## config.mk

```make
export PLATFORM = sky130hd
export DESIGN_NAME = mrkl_sha256_core
export DESIGN_NICKNAME = d
export VERILOG_FILES = /design/src/rtl/mrkl_pkg.sv /design/src/rtl/mrkl_sha256_core.sv
export SDC_FILE = /design/constraint.sdc
export NUM_CORES = 2
export LEC_CHECK = 0
export BUFFER_PORTS_ARGS = -buffer_cell sky130_fd_sc_hd__buf_4
export CAP_MARGIN = 20
export CORE_MARGIN = 1
export CORE_UTILIZATION = 30
export CTS_BUF_LIST = sky130_fd_sc_hd__clkbuf_8
export DETAILED_ROUTE_END_ITERATION = 12
export GPL_TIMING_DRIVEN = 1
export MAX_ROUTING_LAYER = met4
export PLACE_DENSITY = 0.43
export SYNTH_ARGS = -nofsm -noshare
export SYNTH_HDL_FRONTEND = slang
export SYNTH_SLANG_ARGS = --single-unit
```

## constraint.sdc

```tcl
create_clock -name clock -period 49.4 [get_ports clock]
set_clock_uncertainty 0.2 [all_clocks]
set_input_delay 9.88 -clock clock [delete_from_list [all_inputs] [get_ports clock]]
set_output_delay 9.88 -clock clock [all_outputs]
set_load 0.01 [all_outputs]
```

## src/rtl/mrkl_pkg.sv

```systemverilog
package mrkl_pkg;

   localparam int MAX_LEAVES = 1024;
   localparam int LEAF_W = $clog2(MAX_LEAVES + 1);
   localparam int NODE_W = $clog2(MAX_LEAVES);
   localparam int ADDR_W = NODE_W + 2;

   localparam logic [31:0] H_INIT [8] = '{
      32'h6a09e667, 32'hbb67ae85, 32'h3c6ef372, 32'ha54ff53a,
      32'h510e527f, 32'h9b05688c, 32'h1f83d9ab, 32'h5be0cd19
   };

   localparam logic [511:0] PAD_BLOCK = {32'h80000000, 448'b0, 32'h00000400};

   typedef struct packed {
      logic start;
      logic init;
   } sha_cmd_type;

   typedef struct packed {
      logic busy;
      logic done;
   } sha_stat_type;

   function automatic logic [31:0] rotr(input logic [31:0] x, input int n);
      return (x >> n) | (x << (32 - n));
   endfunction

   function automatic logic [7:0] hex_char(input logic [3:0] nib);
      return (nib < 4'd10) ? (8'h30 + {4'b0, nib}) : (8'h57 + {4'b0, nib});
   endfunction

   function automatic logic [127:0] hex64(input logic [63:0] word);
      logic [127:0] res;
      res = '0;
      for (int k = 0; k < 16; k++) begin
         res[127 - 8 * k -: 8] = hex_char(word[63 - 4 * k -: 4]);
      end
      return res;
   endfunction

   function automatic logic [31:0] round_k(input logic [5:0] t);
      logic [31:0] k;
      unique case (t)
         6'd0: k = 32'h428a2f98;   6'd1: k = 32'h71374491;
         6'd2: k = 32'hb5c0fbcf;   6'd3: k = 32'he9b5dba5;
         6'd4: k = 32'h3956c25b;   6'd5: k = 32'h59f111f1;
         6'd6: k = 32'h923f82a4;   6'd7: k = 32'hab1c5ed5;
         6'd8: k = 32'hd807aa98;   6'd9: k = 32'h12835b01;
         6'd10: k = 32'h243185be;  6'd11: k = 32'h550c7dc3;
         6'd12: k = 32'h72be5d74;  6'd13: k = 32'h80deb1fe;
         6'd14: k = 32'h9bdc06a7;  6'd15: k = 32'hc19bf174;
         6'd16: k = 32'he49b69c1;  6'd17: k = 32'hefbe4786;
         6'd18: k = 32'h0fc19dc6;  6'd19: k = 32'h240ca1cc;
         6'd20: k = 32'h2de92c6f;  6'd21: k = 32'h4a7484aa;
         6'd22: k = 32'h5cb0a9dc;  6'd23: k = 32'h76f988da;
         6'd24: k = 32'h983e5152;  6'd25: k = 32'ha831c66d;
         6'd26: k = 32'hb00327c8;  6'd27: k = 32'hbf597fc7;
         6'd28: k = 32'hc6e00bf3;  6'd29: k = 32'hd5a79147;
         6'd30: k = 32'h06ca6351;  6'd31: k = 32'h14292967;
         6'd32: k = 32'h27b70a85;  6'd33: k = 32'h2e1b2138;
         6'd34: k = 32'h4d2c6dfc;  6'd35: k = 32'h53380d13;
         6'd36: k = 32'h650a7354;  6'd37: k = 32'h766a0abb;
         6'd38: k = 32'h81c2c92e;  6'd39: k = 32'h92722c85;
         6'd40: k = 32'ha2bfe8a1;  6'd41: k = 32'ha81a664b;
         6'd42: k = 32'hc24b8b70;  6'd43: k = 32'hc76c51a3;
         6'd44: k = 32'hd192e819;  6'd45: k = 32'hd6990624;
         6'd46: k = 32'hf40e3585;  6'd47: k = 32'h106aa070;
         6'd48: k = 32'h19a4c116;  6'd49: k = 32'h1e376c08;
         6'd50: k = 32'h2748774c;  6'd51: k = 32'h34b0bcb5;
         6'd52: k = 32'h391c0cb3;  6'd53: k = 32'h4ed8aa4a;
         6'd54: k = 32'h5b9cca4f;  6'd55: k = 32'h682e6ff3;
         6'd56: k = 32'h748f82ee;  6'd57: k = 32'h78a5636f;
         6'd58: k = 32'h84c87814;  6'd59: k = 32'h8cc70208;
         6'd60: k = 32'h90befffa;  6'd61: k = 32'ha4506ceb;
         6'd62: k = 32'hbef9a3f7;  6'd63: k = 32'hc67178f2;
         default: k = 32'h0;
      endcase
      return k;
   endfunction

endpackage

```

## src/rtl/mrkl_sha256_core.sv

```systemverilog
module mrkl_sha256_core
   import mrkl_pkg::*;
(
   input  logic         clock,
   input  logic         reset,
   input  sha_cmd_type  cmd,
   input  logic [511:0] block,
   output sha_stat_type stat,
   output logic [255:0] digest
);

   typedef enum logic [2:0] {
      C_IDLE = 3'b001,
      C_RUN  = 3'b010,
      C_FIN  = 3'b100
   } core_state_type;

   core_state_type state_ff;
   logic [5:0]  round_ff;
   logic        done_ff;
   logic [31:0] h_ff [8];
   logic [31:0] v_ff [8];
   logic [31:0] w_ff [16];

   logic [31:0] t1, t2, w_new, s0, s1;

   always_comb begin
      t1 = v_ff[7] + (rotr(v_ff[4], 6) ^ rotr(v_ff[4], 11) ^ rotr(v_ff[4], 25))
           + ((v_ff[4] & v_ff[5]) ^ (~v_ff[4] & v_ff[6])) + round_k(round_ff) + w_ff[0];
      t2 = (rotr(v_ff[0], 2) ^ rotr(v_ff[0], 13) ^ rotr(v_ff[0], 22))
           + ((v_ff[0] & v_ff[1]) ^ (v_ff[0] & v_ff[2]) ^ (v_ff[1] & v_ff[2]));
      s0 = rotr(w_ff[1], 7) ^ rotr(w_ff[1], 18) ^ (w_ff[1] >> 3);
      s1 = rotr(w_ff[14], 17) ^ rotr(w_ff[14], 19) ^ (w_ff[14] >> 10);
      w_new = w_ff[0] + s0 + w_ff[9] + s1;
   end

   always_ff @(posedge clock) begin
      if (reset) begin
         state_ff <= C_IDLE;
         done_ff  <= 1'b0;
         round_ff <= '0;
      end else begin
         done_ff <= 1'b0;
         unique case (state_ff)
            C_IDLE: begin
               if (cmd.start) begin
                  for (int k = 0; k < 8; k++) begin
                     h_ff[k] <= cmd.init ? H_INIT[k] : h_ff[k];
                     v_ff[k] <= cmd.init ? H_INIT[k] : h_ff[k];
                  end
                  for (int k = 0; k < 16; k++) begin
                     w_ff[k] <= block[511 - 32 * k -: 32];
                  end
                  round_ff <= '0;
                  state_ff <= C_RUN;
               end
            end
            C_RUN: begin
               v_ff[7] <= v_ff[6];
               v_ff[6] <= v_ff[5];
               v_ff[5] <= v_ff[4];
               v_ff[4] <= v_ff[3] + t1;
               v_ff[3] <= v_ff[2];
               v_ff[2] <= v_ff[1];
               v_ff[1] <= v_ff[0];
               v_ff[0] <= t1 + t2;
               for (int k = 0; k < 15; k++) begin
                  w_ff[k] <= w_ff[k + 1];
               end
               w_ff[15] <= w_new;
               round_ff <= round_ff + 6'd1;
               if (round_ff == 6'd63) begin
                  state_ff <= C_FIN;
               end
            end
            C_FIN: begin
               for (int k = 0; k < 8; k++) begin
                  h_ff[k] <= h_ff[k] + v_ff[k];
               end
               done_ff  <= 1'b1;
               state_ff <= C_IDLE;
            end
            default: state_ff <= C_IDLE;
         endcase
      end
   end

   assign stat.busy = (state_ff != C_IDLE);
   assign stat.done = done_ff;
   assign digest = {h_ff[0], h_ff[1], h_ff[2], h_ff[3], h_ff[4], h_ff[5], h_ff[6], h_ff[7]};

endmodule

```

==> results by group <==
Clocking
  • Sink Count: 1066
  • Post CTS Setup Buffer Count: 0
  • Clock Tree Buf Depth: 3
  • Post-CTS sizing: 0
  • CTS tree: built
  • Clock latency on the worst-skew pair: 1.04 ns
  • CTS H-tree lvls: 4
  • CTS Buf Count: 210
  • Cts hold-fix bufs: 0
  • Worst-path clk slew: 0.06 ns
  • CTS Root Cell: clkbuf_8

STA
  • Final Setup Violations: 0
  • Final Hold Slack: 0.278 ns
  • Relative slew margins: 21.5%
  • Final hold violation count: 0
  • Final-report max-slew violation count: 0
  • Fmax: 0.0730 GHz
  • Worst Max-Slew Pin Slew: 1.18 ns
  • Crit path time final: 13.69 ns
  • Setup TNS: 0 ns
  • Fin crit share: 27.7%
  • Min setup slack post-route: 35.71 ns
  • RSZ-0062 raised after global routing: no

Placed design
  • Detail Placement HPWL: 250 mm
  • Pre-CTS WS: 34.75 ns
  • GP Congestion: 0.916
  • Port-buffer cells: 773

Floorplanning
  • I/O pin cnt: 774
  • Core Area: 239000 um^2
  • Site row count: 179
  • Die height: 493 um
  • Initial core utilization: 30.3%
  • Die W: 493 um
  • Die area: 243000 um^2

Worst hold path
  • Min-Delay Startpoint: w_ff[0][180]
  • Min-delay worst type: reg2reg
  • Hold depth: 2
  • Hold endpoint: w_ff[0][148]

Pwr
  • Design Power: 4.50 mW
  • Leakage power: 35.1 nW
  • Pwr per Cell Area: 52.7 nW/um^2
  • Maximum vdd drop: 0.0552 mV

Yosys
  • Fraction of registers with async set/reset: 0%
  • Cell with the most instances after synthesis: nand2_1
  • Netlist cell types: 108
  • Sequential-to-total area share from yosys stat: 43.7%
  • Synth top area share: 42.6%
  • Area of the mapped netlist: 72200 um^2
  • Largest cells by area after synthesis: edfxtp_1 43%, nand2_1 10%, ha_1 6.7%
  • Mean post-synth cell area: 9.21 um^2
  • Top post-synthesis cells by count: 1973 x nand2_1, 1024 x edfxtp_1, 597 x a21oi_1
  • Synthesized net count: 8944
  • Most used DFF post-synth: edfxtp_1
  • Number of synthesized register bits: 1066
  • Cells after Synth: 7844
  • Yosys top cell by area: edfxtp_1
  • Post-synth EDFFs: 1024
  • Synth Warn #: 0

Routing
  • Via density per instance: 5.25
  • Total number of vias: 62.3k
  • Average routed wire per standard cell: 27.6 um
  • Initial DRC count: 5861
  • Post-route ant nets: 0
  • DRT Pass-1 Iters: 9
  • Routed WL: 328 mm
  • Drt drc: 0

Final layout
  • Layout Nets: 9601
  • Share of cells above drive strength 1: 14.1%
  • Area growth, synth to finish: 18.1%
  • Final core occ: 35.8%
  • Fillers: 24.6k

Worst setup path
  • Reg2reg setup slack: 39.63 ns
  • Worst EP required: 50.05 ns
  • Critical setup path kind: in2reg
  • Worst Path Arrival: 14.34 ns
  • Register-to-Register Path Depth: 30
  • Crit path launch type: primary input
  • Reg-to-reg startpoint: v_ff[1][1]
  • Capture instance of the worst register-to-register path: v_ff[0][28]
  • Crit end category: register
  • CP max FO: 82

Run
  • Max-cap violation count: 0

Global routing
  • Initial antenna violation count: 33
  • GRT Total Usage: 27.0%
  • Largest net degree at the start of global routing: 185
  • Global-route wire length before repair: 456 mm
  • Vias in the first global route: 60.4k
  • Gr ovfl total: 0

Run status
  • Status: completed
==> logic make-up after synthesis <==
| family | count (synthesis) | share of synthesized area, % |
|---|---|---|
| AO/OA/AOI/OAI | 1804 | 15.3 |
| XOR/XNOR | 550 | 6.69 |
| adder cells (fa/ha/maj) | 588 | 12.2 |
| buffers and inverters | 732 | 3.82 |
| flip-flops | 1066 | 43.7 |
| multiplexers | 60 | 0.901 |
| AND/OR/NAND/NOR | 3044 | 17.3 |
==> metrics by stage <==
step | std cells | cell area (um^2)
after global routing | 11900 | 85300
after global placement | 11500 | 81200
after floorplan | 7844 | 72200
final | 11900 | 85300
after CTS | 11800 | 85300
after detailed placement | 11500 | 81200
==> routing by layer <==
layer	GRT usage [%]	share of wire, %	wire length (um)	up-vias
li1	-	-	-	28800
met1	36.8	45	149000	30800
met2	41.2	45	148000	2341
met3	4.63	6.7	22100	363
met4	7.05	2.6	8680	0
met5	-	0	0	-
==> worst max path at each step <==
stage	start	to	slack, ns	cells past startpoint
final	reset	w_ff[0][155]	35.71	8
after global routing	reset	w_ff[0][99]	35.51	8
after CTS	reset	w_ff[0][100]	35.87	8
after detailed placement	reset	w_ff[0][183]	34.75	8
after global placement	reset	w_ff[0][76]	34.78	8
after floorplan	reset	v_ff[0][0]	22.65	5
==> cell type report <==
cell class,count,area [um^2],area share [%]
antenna,26,65.1,0.0762
clock buffer,215,2960,3.47
clock inverter,168,1080,1.27
inverter,317,1200,1.41
multi-input combinational,6046,37900,44.5
sequential,1066,31600,37.0
tap,3167,3960,4.64
timing repair buffer,860,6530,7.65
==> power by group <==
part           internal, mW  switching (mW)
Combinational         0.924            1.52
Sequential             1.08          0.0718
Clock                 0.444           0.458
Total                  2.45            2.05
==> placed cells by master, fill, tap and decap left out, types with 16 or more instances in the layout <==
cell type / synthesis / layout
clkbuf_8: 0 / 216
o21ai_0: 463 / 463
dfxtp_1: 42 / 42
and2_1: 16 / 16
and3_1: 39 / 39
a221oi_1: 17 / 17
buf_4: 1 / 854
clkinv_2: 0 / 33
nand2_1: 1973 / 1972
o31ai_1: 44 / 44
clkinv_1: 3 / 54
o21bai_1: 44 / 44
fa_1: 195 / 195
diode_2: 0 / 26
nand3_1: 113 / 113
or3_1: 36 / 34
nor2b_1: 48 / 48
edfxtp_1: 1024 / 1024
inv_1: 310 / 367
a211oi_1: 62 / 62
o21ai_1: 46 / 45
nand2b_1: 61 / 61
ha_1: 389 / 389
a21o_1: 193 / 193
a31oi_1: 42 / 42
a21oi_1: 597 / 597
xor2_1: 177 / 177
mux2i_1: 29 / 29
nor3_1: 156 / 156
nor2_1: 534 / 531
o21a_1: 58 / 58
o22ai_1: 24 / 24
mux2_2: 30 / 30
xnor2_1: 372 / 372
o211ai_1: 24 / 24
==> sequential cells by signal, summed over array words and instances, names as in the netlist, named ones only <==
signal	cells
h_ff	256
round_ff	6
w_ff	512
v_ff	256
state_ff	3
done_ff	1
==> worst max-delay path, cell delays in order <==
cell and delay, ns:
buf_4 0.35, or3_4 0.58, buf_4 0.69, buf_4 0.72, buf_4 0.81, buf_4 0.80, nand2_1 0.13, nand2_1 0.10
Power figures use the tool's default switching activity.
